File: config.mk
export PLATFORM = sky130hd
export DESIGN_NAME = music_track_command_decoder_flat
export DESIGN_NICKNAME = d
export VERILOG_FILES = /design/src/rtl/core/mtcd_pkg.sv /design/src/rtl/core/mtcd_in_if.sv /design/src/rtl/core/mtcd_out_if.sv /design/src/rtl/core/music_track_command_decoder.sv /design/src/rtl/core/mtcd_len_table.sv /design/src/rtl/core/mtcd_parser.sv /design/src/flat_wrapper.sv
export SDC_FILE = /design/constraint.sdc
export NUM_CORES = 1
export LEC_CHECK = 0
export BUFFER_PORTS_ARGS = -buffer_cell sky130_fd_sc_hd__buf_2
export CAP_MARGIN = 20
export CORE_MARGIN = 2
export CORE_UTILIZATION = 35
export CTS_CLUSTER_DIAMETER = 50
export CTS_CLUSTER_SIZE = 25
export DETAILED_ROUTE_END_ITERATION = 8
export GPL_TIMING_DRIVEN = 0
export PLACE_DENSITY = 0.52
export SETUP_SLACK_MARGIN = 0.02
export SKIP_LAST_GASP = 1
export SYNTH_ARGS = -nofsm -noshare
export SYNTH_HDL_FRONTEND = slang
export SYNTH_SLANG_ARGS = --single-unit
File: constraint.sdc
create_clock -name clk -period 6.8 [get_ports clk]
set_input_delay 1.36 -clock clk [delete_from_list [all_inputs] [get_ports clk]]
set_output_delay 1.36 -clock clk [all_outputs]
set_load 0.01 [all_outputs]
File: src/rtl/core/mtcd_pkg.sv
// shared types and constants of the music track command decoder
package mtcd_pkg;

	localparam int TABLE_ENTRIES    = 32;
	localparam int TABLE_IDX_W      = $clog2(TABLE_ENTRIES);
	localparam int TABLE_VAL_W      = 16;
	localparam int TICK_W           = 28;
	localparam int VARLEN_MAX_BYTES = 4;
	localparam int VARLEN_CNT_W     = 3;

	localparam logic [1:0] OP_TABLE_WR    = 2'd0;
	localparam logic [1:0] OP_TRACK_START = 2'd1;
	localparam logic [1:0] OP_STREAM      = 2'd2;

	localparam logic [3:0] EV_NOTE       = 4'd0;
	localparam logic [3:0] EV_END        = 4'd1;
	localparam logic [3:0] EV_TEMPO      = 4'd2;
	localparam logic [3:0] EV_REVERB     = 4'd3;
	localparam logic [3:0] EV_PROGRAM    = 4'd4;
	localparam logic [3:0] EV_VOLUME     = 4'd5;
	localparam logic [3:0] EV_PAN        = 4'd6;
	localparam logic [3:0] EV_EXPRESSION = 4'd7;
	localparam logic [3:0] EV_LOOP       = 4'd8;
	localparam logic [3:0] EV_UNKNOWN    = 4'd9;

	typedef struct packed {
		logic [1:0]             opcode;
		logic [7:0]             data_byte;
		logic [TABLE_IDX_W-1:0] table_index;
		logic [TABLE_VAL_W-1:0] table_value;
	} mtcd_item_t;

	typedef struct packed {
		logic [3:0]        event_kind;
		logic [7:0]        note_number;
		logic [7:0]        velocity;
		logic [TICK_W-1:0] duration_ticks;
		logic [7:0]        control_value;
		logic [TICK_W-1:0] delta_ticks;
	} mtcd_event_t;

endpackage

File: src/rtl/core/mtcd_in_if.sv
// input channel carrying track bytes and length table writes
interface mtcd_in_if;
	import mtcd_pkg::*;

	logic                   valid;
	logic                   ready;
	logic [1:0]             opcode;
	logic [7:0]             data_byte;
	logic [TABLE_IDX_W-1:0] table_index;
	logic [TABLE_VAL_W-1:0] table_value;

	modport source (output valid, opcode, data_byte, table_index, table_value, input ready);
	modport sink (input valid, opcode, data_byte, table_index, table_value, output ready);
endinterface

File: src/rtl/core/mtcd_out_if.sv
// output channel carrying decoded track events
interface mtcd_out_if;
	import mtcd_pkg::*;

	logic              valid;
	logic              ready;
	logic [3:0]        event_kind;
	logic [7:0]        note_number;
	logic [7:0]        velocity;
	logic [TICK_W-1:0] duration_ticks;
	logic [7:0]        control_value;
	logic [TICK_W-1:0] delta_ticks;

	modport source (output valid, event_kind, note_number, velocity, duration_ticks,
		control_value, delta_ticks, input ready);
	modport sink (input valid, event_kind, note_number, velocity, duration_ticks,
		control_value, delta_ticks, output ready);
endinterface

File: src/rtl/core/music_track_command_decoder.sv
// Music track command decoder: takes one beat per clock cycle on the track channel, either a
// length table write, a track start or one track byte, and gives at most one decoded event
// per beat on the events channel. A beat lands in the input register, is decoded from
// there once the result register is free or being drained, and its event, if any, is
// written into the result register, from which it is presented; the sustained rate is one
// beat per cycle, held back only when the events sink stalls. The two length table reads
// of a beat (by the byte itself and by the current command) are registered when the beat
// is taken; the table has no reset and must be written before the track uses an entry.
module music_track_command_decoder
	import mtcd_pkg::*;
(
	input logic       clk,
	input logic       arst_n,
	mtcd_in_if.sink   track,
	mtcd_out_if.source events
);

	logic                   valid_s1;
	mtcd_item_t             item_s1;
	logic                   advance;
	logic                   take;
	logic [TABLE_VAL_W-1:0] rd_byte;
	logic [TABLE_VAL_W-1:0] rd_sel;
	logic [7:0]             cmd_next;
	logic                   ev_valid;
	mtcd_event_t            ev;
	logic                   out_valid_q;
	mtcd_event_t            out_q;

	assign advance     = valid_s1 && (!out_valid_q || events.ready);
	assign track.ready = !valid_s1 || advance;
	assign take        = track.valid && track.ready;

	always_ff @(posedge clk or negedge arst_n) begin
		if (!arst_n) begin
			valid_s1 <= 1'b0;
		end else if (take) begin
			valid_s1 <= 1'b1;
		end else if (advance) begin
			valid_s1 <= 1'b0;
		end
	end

	always_ff @(posedge clk) begin
		if (take) begin
			item_s1.opcode      <= track.opcode;
			item_s1.data_byte   <= track.data_byte;
			item_s1.table_index <= track.table_index;
			item_s1.table_value <= track.table_value;
		end
	end

	mtcd_len_table u_table (
		.clk     (clk),
		.we      (advance && item_s1.opcode == OP_TABLE_WR),
		.waddr   (item_s1.table_index),
		.wdata   (item_s1.table_value),
		.re      (take),
		.raddr_a (track.data_byte[TABLE_IDX_W-1:0]),
		.raddr_b (cmd_next[TABLE_IDX_W-1:0]),
		.rdata_a (rd_byte),
		.rdata_b (rd_sel)
	);

	mtcd_parser u_parser (
		.clk      (clk),
		.arst_n   (arst_n),
		.step     (advance),
		.item     (item_s1),
		.rd_byte  (rd_byte),
		.rd_sel   (rd_sel),
		.cmd_next (cmd_next),
		.ev_valid (ev_valid),
		.ev       (ev)
	);

	// result register, one event beat
	always_ff @(posedge clk or negedge arst_n) begin
		if (!arst_n) begin
			out_valid_q <= 1'b0;
		end else if (advance) begin
			out_valid_q <= ev_valid;
		end else if (events.ready) begin
			out_valid_q <= 1'b0;
		end
	end

	always_ff @(posedge clk) begin
		if (advance && ev_valid) begin
			out_q <= ev;
		end
	end

	assign events.valid          = out_valid_q;
	assign events.event_kind     = out_q.event_kind;
	assign events.note_number    = out_q.note_number;
	assign events.velocity       = out_q.velocity;
	assign events.duration_ticks = out_q.duration_ticks;
	assign events.control_value  = out_q.control_value;
	assign events.delta_ticks    = out_q.delta_ticks;

endmodule

File: src/rtl/core/mtcd_len_table.sv
// note length table memory with one write port and two registered read ports
module mtcd_len_table
	import mtcd_pkg::*;
(
	input  logic                   clk,
	input  logic                   we,
	input  logic [TABLE_IDX_W-1:0] waddr,
	input  logic [TABLE_VAL_W-1:0] wdata,
	input  logic                   re,
	input  logic [TABLE_IDX_W-1:0] raddr_a,
	input  logic [TABLE_IDX_W-1:0] raddr_b,
	output logic [TABLE_VAL_W-1:0] rdata_a,
	output logic [TABLE_VAL_W-1:0] rdata_b
);

	logic [TABLE_VAL_W-1:0] mem [TABLE_ENTRIES];

	always_ff @(posedge clk) begin
		if (we) begin
			mem[waddr] <= wdata;
		end
	end

	// write-first so a read on the same edge sees the new entry
	always_ff @(posedge clk) begin
		if (re) begin
			rdata_a <= (we && waddr == raddr_a) ? wdata : mem[raddr_a];
			rdata_b <= (we && waddr == raddr_b) ? wdata : mem[raddr_b];
		end
	end

endmodule

File: src/rtl/core/mtcd_parser.sv
// track parse state and per-beat decode of one byte into at most one event
module mtcd_parser
	import mtcd_pkg::*;
(
	input  logic                   clk,
	input  logic                   arst_n,
	input  logic                   step,
	input  mtcd_item_t             item,
	input  logic [TABLE_VAL_W-1:0] rd_byte,
	input  logic [TABLE_VAL_W-1:0] rd_sel,
	output logic [7:0]             cmd_next,
	output logic                   ev_valid,
	output mtcd_event_t            ev
);

	localparam logic [3:0] PH_CMD         = 4'd0;
	localparam logic [3:0] PH_NOTE        = 4'd1;
	localparam logic [3:0] PH_DVAR        = 4'd2;
	localparam logic [3:0] PH_DIDX        = 4'd3;
	localparam logic [3:0] PH_LVAR        = 4'd4;
	localparam logic [3:0] PH_VEL         = 4'd5;
	localparam logic [3:0] PH_PARAM       = 4'd6;
	localparam logic [3:0] PH_PARAM_FIRST = 4'd7;

	localparam logic [VARLEN_CNT_W-1:0] VARLEN_INIT = VARLEN_CNT_W'(VARLEN_MAX_BYTES);

	logic [3:0]              phase_q, phase_d;
	logic [7:0]              cmd_q, cmd_d;
	logic [7:0]              note_q, note_d;
	logic [7:0]              vel_q, vel_d;
	logic [TICK_W-1:0]       nlen_q, nlen_d;
	logic [TICK_W-1:0]       cdelta_q, cdelta_d;
	logic [TICK_W-1:0]       ndelta_q, ndelta_d;
	logic [TICK_W-1:0]       acc_q, acc_d;
	logic [VARLEN_CNT_W-1:0] left_q, left_d;
	logic [7:0]              pend_q, pend_d;
	logic                    ended_q, ended_d;

	logic [7:0]  b;
	logic [1:0]  mode;
	logic        vl_done;
	logic        go_delta, go_after_delta, go_length, go_after_length, go_finish;

	function automatic logic [3:0] control_kind(input logic [4:0] sel);
		logic [3:0] k;
		unique case (sel)
			5'h01:   k = EV_TEMPO;
			5'h02:   k = EV_REVERB;
			5'h03:   k = EV_PROGRAM;
			5'h04:   k = EV_VOLUME;
			5'h05:   k = EV_PAN;
			5'h06:   k = EV_EXPRESSION;
			5'h09:   k = EV_LOOP;
			default: k = EV_UNKNOWN;
		endcase
		return k;
	endfunction

	assign b = item.data_byte;

	always_comb begin
		phase_d  = phase_q;
		cmd_d    = cmd_q;
		note_d   = note_q;
		vel_d    = vel_q;
		nlen_d   = nlen_q;
		cdelta_d = cdelta_q;
		ndelta_d = ndelta_q;
		acc_d    = acc_q;
		left_d   = left_q;
		pend_d   = pend_q;
		ended_d  = ended_q;
		ev_valid = 1'b0;
		ev       = '0;
		vl_done  = 1'b0;
		go_delta        = 1'b0;
		go_after_delta  = 1'b0;
		go_length       = 1'b0;
		go_after_length = 1'b0;
		go_finish       = 1'b0;
		mode = cmd_q[6:5];

		if (step && item.opcode == OP_TRACK_START) begin
			phase_d  = PH_CMD;
			cmd_d    = '0;
			note_d   = 8'd60;
			vel_d    = 8'd127;
			nlen_d   = '0;
			cdelta_d = '0;
			ndelta_d = '0;
			acc_d    = '0;
			left_d   = VARLEN_INIT;
			pend_d   = '0;
			ended_d  = 1'b0;
		end else if (step && item.opcode == OP_STREAM && !ended_q) begin
			// varlen byte, used only by the varlen phases
			if (phase_q == PH_DVAR || phase_q == PH_LVAR) begin
				acc_d = (acc_q << 7) + TICK_W'(b[6:0]);
				if (left_q != '0) begin
					left_d = left_q - 1'b1;
				end
				vl_done = (left_d == '0) || !b[7];
			end

			unique case (phase_q)
				PH_NOTE: begin
					pend_d   = b;
					note_d   = {1'b0, b[6:0]};
					go_delta = 1'b1;
				end
				PH_DVAR: begin
					if (vl_done) begin
						cdelta_d       = acc_d;
						go_after_delta = 1'b1;
					end
				end
				PH_DIDX: begin
					cdelta_d       = TICK_W'(rd_byte);
					go_after_delta = 1'b1;
				end
				PH_LVAR: begin
					if (vl_done) begin
						nlen_d          = acc_d;
						go_after_length = 1'b1;
					end
				end
				PH_VEL: begin
					vel_d     = b;
					go_finish = 1'b1;
				end
				PH_PARAM_FIRST: begin
					pend_d  = b;
					phase_d = PH_PARAM;
				end
				PH_PARAM: begin
					pend_d   = b;
					go_delta = 1'b1;
				end
				default: begin
					cmd_d  = b;
					pend_d = '0;
					if (!b[7]) begin
						phase_d = PH_NOTE;
					end else if (b[6:5] == 2'd1) begin
						// relative note
						if (b[4]) begin
							note_d = note_q + {4'b0, b[3:0]};
						end else begin
							note_d = note_q - {4'b0, b[3:0]};
						end
						cdelta_d = ndelta_q;
						phase_d  = PH_CMD;
						ev_valid = 1'b1;
						ev.event_kind     = EV_NOTE;
						ev.note_number    = note_d;
						ev.velocity       = vel_q;
						ev.duration_ticks = nlen_q;
						ev.delta_ticks    = ndelta_q;
					end else if (b[4:0] == 5'h00) begin
						ended_d  = 1'b1;
						phase_d  = PH_CMD;
						ev_valid = 1'b1;
						ev.event_kind = EV_END;
					end else if (b[4:0] == 5'h0F) begin
						go_delta = 1'b1;
					end else if (b[4:0] == 5'h07) begin
						phase_d = PH_PARAM_FIRST;
					end else begin
						phase_d = PH_PARAM;
					end
				end
			endcase

			mode = cmd_d[6:5];

			if (go_delta) begin
				if (mode == 2'd2) begin
					acc_d   = '0;
					left_d  = VARLEN_INIT;
					phase_d = PH_DVAR;
				end else if (mode == 2'd3) begin
					phase_d = PH_DIDX;
				end else begin
					go_after_delta = 1'b1;
				end
			end

			if (go_after_delta) begin
				if (cmd_d[7]) begin
					phase_d  = PH_CMD;
					ev_valid = 1'b1;
					ev.event_kind    = control_kind(cmd_d[4:0]);
					ev.control_value = pend_d;
					ev.delta_ticks   = cdelta_d;
				end else begin
					go_length = 1'b1;
				end
			end

			if (go_length) begin
				if (rd_sel != '0) begin
					nlen_d          = TICK_W'(rd_sel);
					go_after_length = 1'b1;
				end else begin
					acc_d   = '0;
					left_d  = VARLEN_INIT;
					phase_d = PH_LVAR;
				end
			end

			if (go_after_length) begin
				if (pend_d[7]) begin
					phase_d = PH_VEL;
				end else begin
					go_finish = 1'b1;
				end
			end

			if (go_finish) begin
				if (mode == 2'd1) begin
					cdelta_d = nlen_d;
				end
				ndelta_d = cdelta_d;
				phase_d  = PH_CMD;
				ev_valid = 1'b1;
				ev.event_kind     = EV_NOTE;
				ev.note_number    = note_d;
				ev.velocity       = vel_d;
				ev.duration_ticks = nlen_d;
				ev.delta_ticks    = cdelta_d;
			end
		end
	end

	assign cmd_next = cmd_d;

	always_ff @(posedge clk or negedge arst_n) begin
		if (!arst_n) begin
			phase_q  <= PH_CMD;
			cmd_q    <= '0;
			note_q   <= 8'd60;
			vel_q    <= 8'd127;
			nlen_q   <= '0;
			cdelta_q <= '0;
			ndelta_q <= '0;
			acc_q    <= '0;
			left_q   <= VARLEN_INIT;
			pend_q   <= '0;
			ended_q  <= 1'b0;
		end else begin
			phase_q  <= phase_d;
			cmd_q    <= cmd_d;
			note_q   <= note_d;
			vel_q    <= vel_d;
			nlen_q   <= nlen_d;
			cdelta_q <= cdelta_d;
			ndelta_q <= ndelta_d;
			acc_q    <= acc_d;
			left_q   <= left_d;
			pend_q   <= pend_d;
			ended_q  <= ended_d;
		end
	end

endmodule

File: src/flat_wrapper.sv
// flat-port wrapper written by rule: the top's interface ports become plain ports
module music_track_command_decoder_flat import mtcd_pkg::*;
  (clk, arst_n, track_valid, track_opcode, track_data_byte, track_table_index, track_table_value, track_ready, events_valid, events_event_kind, events_note_number, events_velocity, events_duration_ticks, events_control_value, events_delta_ticks, events_ready);
  mtcd_in_if track_i ();
  mtcd_out_if events_i ();
  input logic clk;
  input logic arst_n;
  input wire logic [$bits(track_i.valid)-1:0] track_valid;
  input wire logic [$bits(track_i.opcode)-1:0] track_opcode;
  input wire logic [$bits(track_i.data_byte)-1:0] track_data_byte;
  input wire logic [$bits(track_i.table_index)-1:0] track_table_index;
  input wire logic [$bits(track_i.table_value)-1:0] track_table_value;
  output wire logic [$bits(track_i.ready)-1:0] track_ready;
  output wire logic [$bits(events_i.valid)-1:0] events_valid;
  output wire logic [$bits(events_i.event_kind)-1:0] events_event_kind;
  output wire logic [$bits(events_i.note_number)-1:0] events_note_number;
  output wire logic [$bits(events_i.velocity)-1:0] events_velocity;
  output wire logic [$bits(events_i.duration_ticks)-1:0] events_duration_ticks;
  output wire logic [$bits(events_i.control_value)-1:0] events_control_value;
  output wire logic [$bits(events_i.delta_ticks)-1:0] events_delta_ticks;
  input wire logic [$bits(events_i.ready)-1:0] events_ready;
  assign track_i.valid = track_valid;
  assign track_i.opcode = track_opcode;
  assign track_i.data_byte = track_data_byte;
  assign track_i.table_index = track_table_index;
  assign track_i.table_value = track_table_value;
  assign track_ready = track_i.ready;
  assign events_valid = events_i.valid;
  assign events_event_kind = events_i.event_kind;
  assign events_note_number = events_i.note_number;
  assign events_velocity = events_i.velocity;
  assign events_duration_ticks = events_i.duration_ticks;
  assign events_control_value = events_i.control_value;
  assign events_delta_ticks = events_i.delta_ticks;
  assign events_i.ready = events_ready;
  music_track_command_decoder u_core (.clk(clk), .arst_n(arst_n), .track(track_i), .events(events_i));
endmodule
==> metrics.md, run 1 <==
| Metric | Value |
|---|---|
| Clock slew at reported path FFs | 50 ps |
| Remaining Overflow, GRT | 0 |
| Sequential fraction of the synthesis area | 0.601 |
| Hold_ws | approximately 500 ps |
| Crit-path max cell delay | ~700 ps |
| Final setup viols | 0 |
| RSZ-0062 raised after global routing | no |
| Synth cell count leaders | edfxtp_1, nand2_1, nor2_1 |
| Antenna Nets Post-Route | 0 |
| DRC viols | 0 |
| Setup CP Type | in -> reg |
| Status | finished clean |
| Largest net degree at the start of global routing | 80 |
| Max FO, Critical Path | 10 |
| Max VDD drop | 0.233 mV |
| HPWL after DPL | 112000 µm |
| Max-Cap Viols | 0 |
| Via-per-instance ratio | 6.11 |
| Worst path arrival time | about 6000 ps |
| Post-synth EDFFs | about 660 |
| Placed Area | around 43000 µm² |
| Met1 WL | roughly 60000 µm |
| Most used cell, CP | clkbuf_1 |
| Full die area | approximately 120000 µm² |
| Met3 Routed Length | 14800 µm |
| Crit. End Element | register |
| Placer congestion estimate | between 0.9 and 1 |
| Clk_skew | ~66 ps |
| Clock sink count | 812 |
| Synthesized cell area | between 30000 and 40000 µm² |
| Power Density | ~370 nW/µm² |
| Rel. slew slack | 0.151 |
| Post-layout util | 0.420 |
| FF-to-FF setup slack | 1380 ps |
| Clk_lat worst skew | 740 ps |
| Leakage power | 0.0164 µW |
| Critical Path Start Type | input pin |
| Chip Height | ~340 µm |
| CP Buf/Inv Count | 5 |
| Critical-path top delay cell | clkbuf_1 |
| 1st-pass router iterations | 8 |
| Leading post-synthesis cells by cell area | edfxtp_1, mux4_2, dfrtp_1 |
| Minimum clock period | about 5600 ps |
| Drt total wl | around 150000 µm |
| DR iter-0 viols | roughly 4100 |
| Area leader, netlist | edfxtp_1 |
| Highest routed metal layer | met5 |
| Share of layout cells above drive strength 1 | 0.209 |
| Routed wire per std cell | around 31 µm |
| Final worst-path cycle share | 0.827 |
| Wire length on met2 | 69000 µm |
| Synthesis-to-finish area growth | 18.7% |
| Average footprint of a synthesized cell | approximately 13 µm² |
| Hold buffer count at CTS | 0 |
| First-pass GRT wire length | around 220000 µm |
| Vias in the first global route | between 20000 and 30000 |
| Most common cell in the netlist | edfxtp_1 |
| CTS resizes | 0 |
| Number of synthesized register bits | around 810 |
| CTS Root Cell | clkbuf_16 |
| Core area | between 100000 and 150000 µm² |
| Final instance area | between 40000 and 50000 µm² |
| I/O Buffers | between 100 and 150 |
| Worst-Margin Slew | about 1300 ps |
| Slew Limit Fails | 0 |
| Final Net Count | 3352 |
| GR Util All Layers | 0.262 |
| Crit-path cells | buf_2, nand2b_1, clkbuf_1, nand3_1, clkbuf_1, nor2_1, a32oi_1, clkbuf_1, clkbuf_1, a221oi_1, a31oi_1, a21oi_1, a22o_1 |
| Post-synth top area share | 0.503 |
| H-tree levels | 3 |
| Worst slack at placement | 639 ps |
| Mapped Nets | about 3000 |
| Async S/R FF share, synth | 0.188 |
| Synthesis Warnings | 0 |
| Hold Crit Class | reg -> reg |
| Hold Fails Final Rpt | 0 |
| Post CTS Setup Buffer Count | 0 |
| Final setup margin | 1180 ps |
| Die width | about 340 µm |
| Required @ worst endpoint | roughly 7200 ps |
| Ys flop type | edfxtp_1 |
| Post-synth cell types | 93 |
| Ant diodes | 0 |
| Setup TNS | 0 ps |
| Achievable Freq | 178 MHz |
| Initial Utilization | 0.354 |
| Antenna violations before repair | 9 |
| Max Root-Sink Buffers | 3 |
| Io pins | 121 |
| Syn Inst Count | 3015 |
| Via count | between 20000 and 30000 |
| CTS Buf Count | around 100 |
| CTS tree | done |
| Layout fillers | 10400 |
| Crit-path leading delay family | buffers and inverters |
| Num rows | about 120 |
## state kept, by name, indices dropped and copies added, names as in the netlist, 16 cells and up
register                      cells
u_core.u_table.mem              512
u_core.events.duration_ticks     28
u_core.u_parser.ndelta_q         28
u_core.u_parser.cdelta_q         28
u_core.u_table.rdata_b           16
u_core.item_s1                   31
u_core.u_parser.nlen_q           28
u_core.events.delta_ticks        28
u_core.u_table.rdata_a           16
u_core.u_parser.acc_q            27
## final cells by class
| type | count | area [µm²] | area share |
|---|---|---|---|
| plain buffers | 236 | 1010 | 0.0217 |
| clock buffers | 106 | 2500 | 0.0536 |
| clock inverters | 82 | 938 | 0.0201 |
| inverters | 28 | 108 | 0.00231 |
| multi-input cells | 1939 | 14700 | 0.315 |
| flip-flops and latches | 812 | 23600 | 0.506 |
| well taps | 1488 | 1860 | 0.0399 |
| repair buffers | 187 | 1920 | 0.0412 |
## cells by family after synthesis
group | after synthesis | share of synthesized area
and+or+nand+nor | 859 | 0.0942
AOI/OAI and AO/OA | 714 | 0.131
adders and majority gates | 14 | 0.00465
xor gates and xnor gates | 16 | 0.00356
muxes | 336 | 0.137
buffers and inverters | 264 | 0.0284
DFF | 812 | 0.601
## cells in the final DEF (no fill, tap or decap), types with 16 or more instances in the layout
cell,Yosys,routed
edfxtp_1,659,659
nand2_1,441,441
buf_2,71,192
mux4_2,160,160
mux2i_1,158,158
a21oi_1,158,158
nor2_1,184,152
dfrtp_1,141,141
clkbuf_1,127,133
nand3_1,119,119
o21ai_0,101,101
clkbuf_16,0,99
a22o_1,60,60
a31oi_1,45,45
buf_8,1,36
a221oi_1,35,35
nor2_2,3,32
buf_1,32,31
o2bb2ai_1,31,31
a221o_1,27,27
a21o_1,27,27
inv_6,0,26
buf_16,0,26
a22oi_1,25,25
inv_1,23,23
o22ai_1,20,20
inv_8,0,19
mux2_2,18,18
o221ai_1,18,18
nor3_1,16,16
o2bb2a_1,16,16
## metal layers
layer / vias to the layer above / track usage
li1: 12400 / -
met3: 380 / 0.0540
met2: 1762 / 0.402
met1: 15300 / 0.349
met5: - / 0
met4: 4 / 0.140
## worst reg2reg max path: cells and delay by family (launching register included)
kind                   cells  cell delay (ps)
buffers and inverters      4             2950
AOI/OAI and AO/OA          4             1020
and+or+nand+nor            4              730
DFF                        1              520
## through the flow
| step | total power, µW | cells |
|---|---|---|
| after detailed placement | 11900 | 4686 |
| after floorplan | 9330 | 3015 |
| after global routing | 18000 | 4878 |
| after CTS | 17300 | 4874 |
| final | 17500 | 4878 |
| after global placement | 11800 | 4623 |
## final timing paths
kind / start / cells after the start / endpoint
worst min-delay path: u_core.u_parser.note_q[2]$_DFFE_PN1P_ / 2 / u_core.u_parser.note_q[2]$_DFFE_PN1P_
worst max-delay path: events_ready / 13 / u_core.u_table.rdata_b[7]$_DFFE_PP_
max in group asynchronous: arst_n / 2 / u_core.u_parser.ndelta_q[25]$_DFFE_PN0P_
worst max register to register: u_core.item_s1[21]$_DFFE_PP_ / 12 / u_core.u_table.rdata_b[9]$_DFFE_PP_
worst min register to register: u_core.u_parser.note_q[2]$_DFFE_PN1P_ / 2 / u_core.u_parser.note_q[2]$_DFFE_PN1P_
min in group asynchronous: arst_n / 1 / u_core.u_parser.cmd_q[0]$_DFF_PN0_
## power by group
group / switching [µW] / leakage [µW] / total [µW] / internal [µW]
sequential: 343 / 0.00806 / 6140 / 5800
clock: 2550 / 0.00167 / 5520 / 2970
combinational: 4120 / 0.00664 / 5830 / 1710
total: 7020 / 0.0164 / 17500 / 10500
Note: power is estimated with default switching activity, not from simulation.
==> run 2, diff against run 1 <==
--- a/config.mk
+++ b/config.mk
@@ -13,7 +13,7 @@
 export CTS_CLUSTER_SIZE = 25
 export DETAILED_ROUTE_END_ITERATION = 8
 export GPL_TIMING_DRIVEN = 0
-export PLACE_DENSITY = 0.52
+export PLACE_DENSITY = 0.5
 export SETUP_SLACK_MARGIN = 0.02
 export SKIP_LAST_GASP = 1
 export SYNTH_ARGS = -nofsm -noshare
==> constraint.sdc (replaced) <==
create_clock -name clk -period 5.5 [get_ports clk]
set_input_delay 1.1 -clock clk [delete_from_list [all_inputs] [get_ports clk]]
set_output_delay 1.1 -clock clk [all_outputs]
set_load 0.01 [all_outputs]
==> metrics.md, run 2 (synthesis results as in run 1) <==
| Metric | Value |
|---|---|
| Status | finished clean |
| Reg2reg path depth | 11 (-1) |
| Drt total wl | 152000 µm (-0.77%) |
| GR Util All Layers | 0.259 (-0.00227) |
| Leakage power | 0.0165 µW (+0.80%) |
| Slew Limit Fails | 0 (unchanged) |
| Vias in the first global route | 28400 (-0.66%) |
| Rel. slew slack | 0.231 (+0.0800) |
| Setup CP Type | reg -> reg |
| Hold_ws | 330 ps (-168 ps) |
| Io pins | 121 (unchanged) |
| Most common cell after layout, fill and taps aside | edfxtp_1 |
| RSZ-0062 raised after global routing | no |
| CTS Root Cell | clkbuf_16 |
| Hold Crit Class | in -> async |
| Top reg by flops | u_core.u_table.mem |
| Worst flop-to-flop path startpoint | u_core.item_s1[21]$_DFFE_PP_ |
| Chip Height | 339 µm (unchanged) |
| Core area | 111000 µm² (unchanged) |
| I/O Buffers | 120 (unchanged) |
| Clock sink count | 812 (unchanged) |
| Clk_lat worst skew | 740 ps (about the same) |
| Final setup viols | 0 (unchanged) |
| Synthesis-to-finish area growth | 19.5% |
| DRC viols | 0 (unchanged) |
| Antenna violations before repair | 3 (-6) |
| CTS tree | done |
| Share of layout cells above drive strength 1 | 0.211 (+0.00168) |
| 1st-pass router iterations | 6 (-2) |
| Hold buffer count at CTS | 0 (unchanged) |
| Number of flip-flops in the largest register | 512 (unchanged) |
| HPWL after DPL | 111000 µm (-0.76%) |
| DR iter-0 viols | 3891 (-4.9%) |
| Critical Path Start Type | register |
| Die width | 339 µm (unchanged) |
| Largest net degree at the start of global routing | 107 (+34%) |
| Crit. End Element | register |
| Post CTS Setup Buffer Count | 0 (unchanged) |
| Top Registers | u_core.u_table.mem (512), u_core.item_s1 (31) |
| Worst path arrival time | 5570 ps (-430 ps) |
| Register area | 23600 µm² (unchanged) |
| Required @ worst endpoint | 6050 ps (-1130 ps) |
| FF-to-FF setup slack | 480 ps (-900 ps) |
| Placed Cells | 4686 (unchanged) |
| Final worst-path cycle share | 0.913 |
| Most frequent cells in the layout | edfxtp_1, nand2_1, buf_2, mux4_2 |
| Routed wire per std cell | 31.1 µm (-0.99%) |
| Max FO, Critical Path | 10 (unchanged) |
| Antenna Nets Post-Route | 0 (unchanged) |
| Worst-Margin Slew | 1150 ps (-120 ps) |
| Remaining Overflow, GRT | 0 (unchanged) |
| Achievable Freq | ~200 MHz |
| Ant diodes | 0 (unchanged) |
| Num rows | 122 (unchanged) |
| Hold Fails Final Rpt | 0 (unchanged) |
| Max-Cap Viols | 0 (unchanged) |
| Minimum clock period | between 5000 and 6000 ps |
| First-pass GRT wire length | 215000 µm (-0.74%) |
| Max VDD drop | 0.246 mV (+5.3%) |
| Placer congestion estimate | 0.920 (-5.1%) |
| Clk_skew | 64.0 ps (-2.08 ps) |
| Via count | 29500 (-0.93%) |
| CTS resizes | 0 (unchanged) |
| Multi-input gate area | 14700 µm² (-0.10%) |
| CTS Buf Count | 106 (+7.1%) |
| Power Density | 464 nW/µm² (+24%) |
| Max Root-Sink Buffers | 3 (unchanged) |
| Full die area | 115000 µm² (unchanged) |
| Reg2reg end | u_core.u_table.rdata_b[9]$_DFFE_PP_ |
| Final Net Count | 3361 (+0.27%) |
| Via-per-instance ratio | 6.04 (-1.2%) |
| Layout fillers | 10400 (-0.25%) |
| Fin cells | 4889 (+0.23%) |
| Initial Utilization | 0.354 (unchanged) |
| Clock slew at reported path FFs | 70 ps (+20 ps) |
| H-tree levels | 3 (unchanged) |
run 2: cell count changes in the layout (fill, tap and decap cells not counted), sizes merged:
cell	previous run	this run
clkinvlp	5	11
clkbuf	234	242
bufinv	3	12
clkinv	26	31
buf	295	297
inv	76	57
run 2: cell type report:
cell class | instances | area share
plain buffers | 236 | 0.0215
clock buffers | 114 | 0.0573
clock inverters | 83 | 0.0224
inverters | 28 | 0.00229
multi-input cells | 1939 | 0.312
flip-flops and latches | 812 | 0.503
well taps | 1488 | 0.0396
repair buffers | 189 | 0.0415
run 2: routing by layer:
metal  track usage  up-vias  part of all wire
met1         0.352    15200              0.41
met4         0.110        0             0.047
li1              -    12400                 -
met2         0.406     1667              0.46
met5             0        -                 0
met3        0.0510      279             0.091
run 2: critical path, cell delays in order, from the launching register on:
cell	delay (ps)
edfxtp_1	500
clkbuf_1	440
nand2_1	180
o211ai_1	210
a22oi_2	330
clkbuf_1	750
clkbuf_1	890
a21oi_1	170
a221oi_1	650
a31oi_1	140
a21oi_1	380
a22o_1	240
run 2: worst max path at each step:
stage | startpoint | endpoint | slack (ps)
floorplan | u_core.u_parser.left_q[0]$_DFFE_PN0P_ | u_core.events.control_value[0]$_SDFFCE_PP0P_ | 270
global placement | u_core.item_s1[21]$_DFFE_PP_ | u_core.events.delta_ticks[7]$_SDFFCE_PP0P_ | -2130
detailed placement | events_ready | u_core.u_table.rdata_b[9]$_DFFE_PP_ | -130
CTS | u_core.item_s1[21]$_DFFE_PP_ | u_core.u_table.rdata_b[9]$_DFFE_PP_ | 550
global route | events_ready | u_core.u_table.rdata_b[5]$_DFFE_PP_ | 440
finish | u_core.item_s1[21]$_DFFE_PP_ | u_core.u_table.rdata_b[9]$_DFFE_PP_ | 480
run 2: power breakdown:
group	internal, µW	switching [µW]	total, µW
registers	7170	446	7620
clock network	4240	3080	7320
logic	2120	4760	6880
run 2: metrics by stage:
stage	instance area, µm²	power, µW	setup slack [ps]	TNS (ps)	util
finish	47000	21800	480	0	0.423
global route	47000	22500	435	0	0.423
CTS	46900	21700	553	0	0.422
detailed placement	43100	14400	-134	-485	0.388
global placement	41800	14300	-2130	-179680	0.376
floorplan	39300	11500	270	0	-
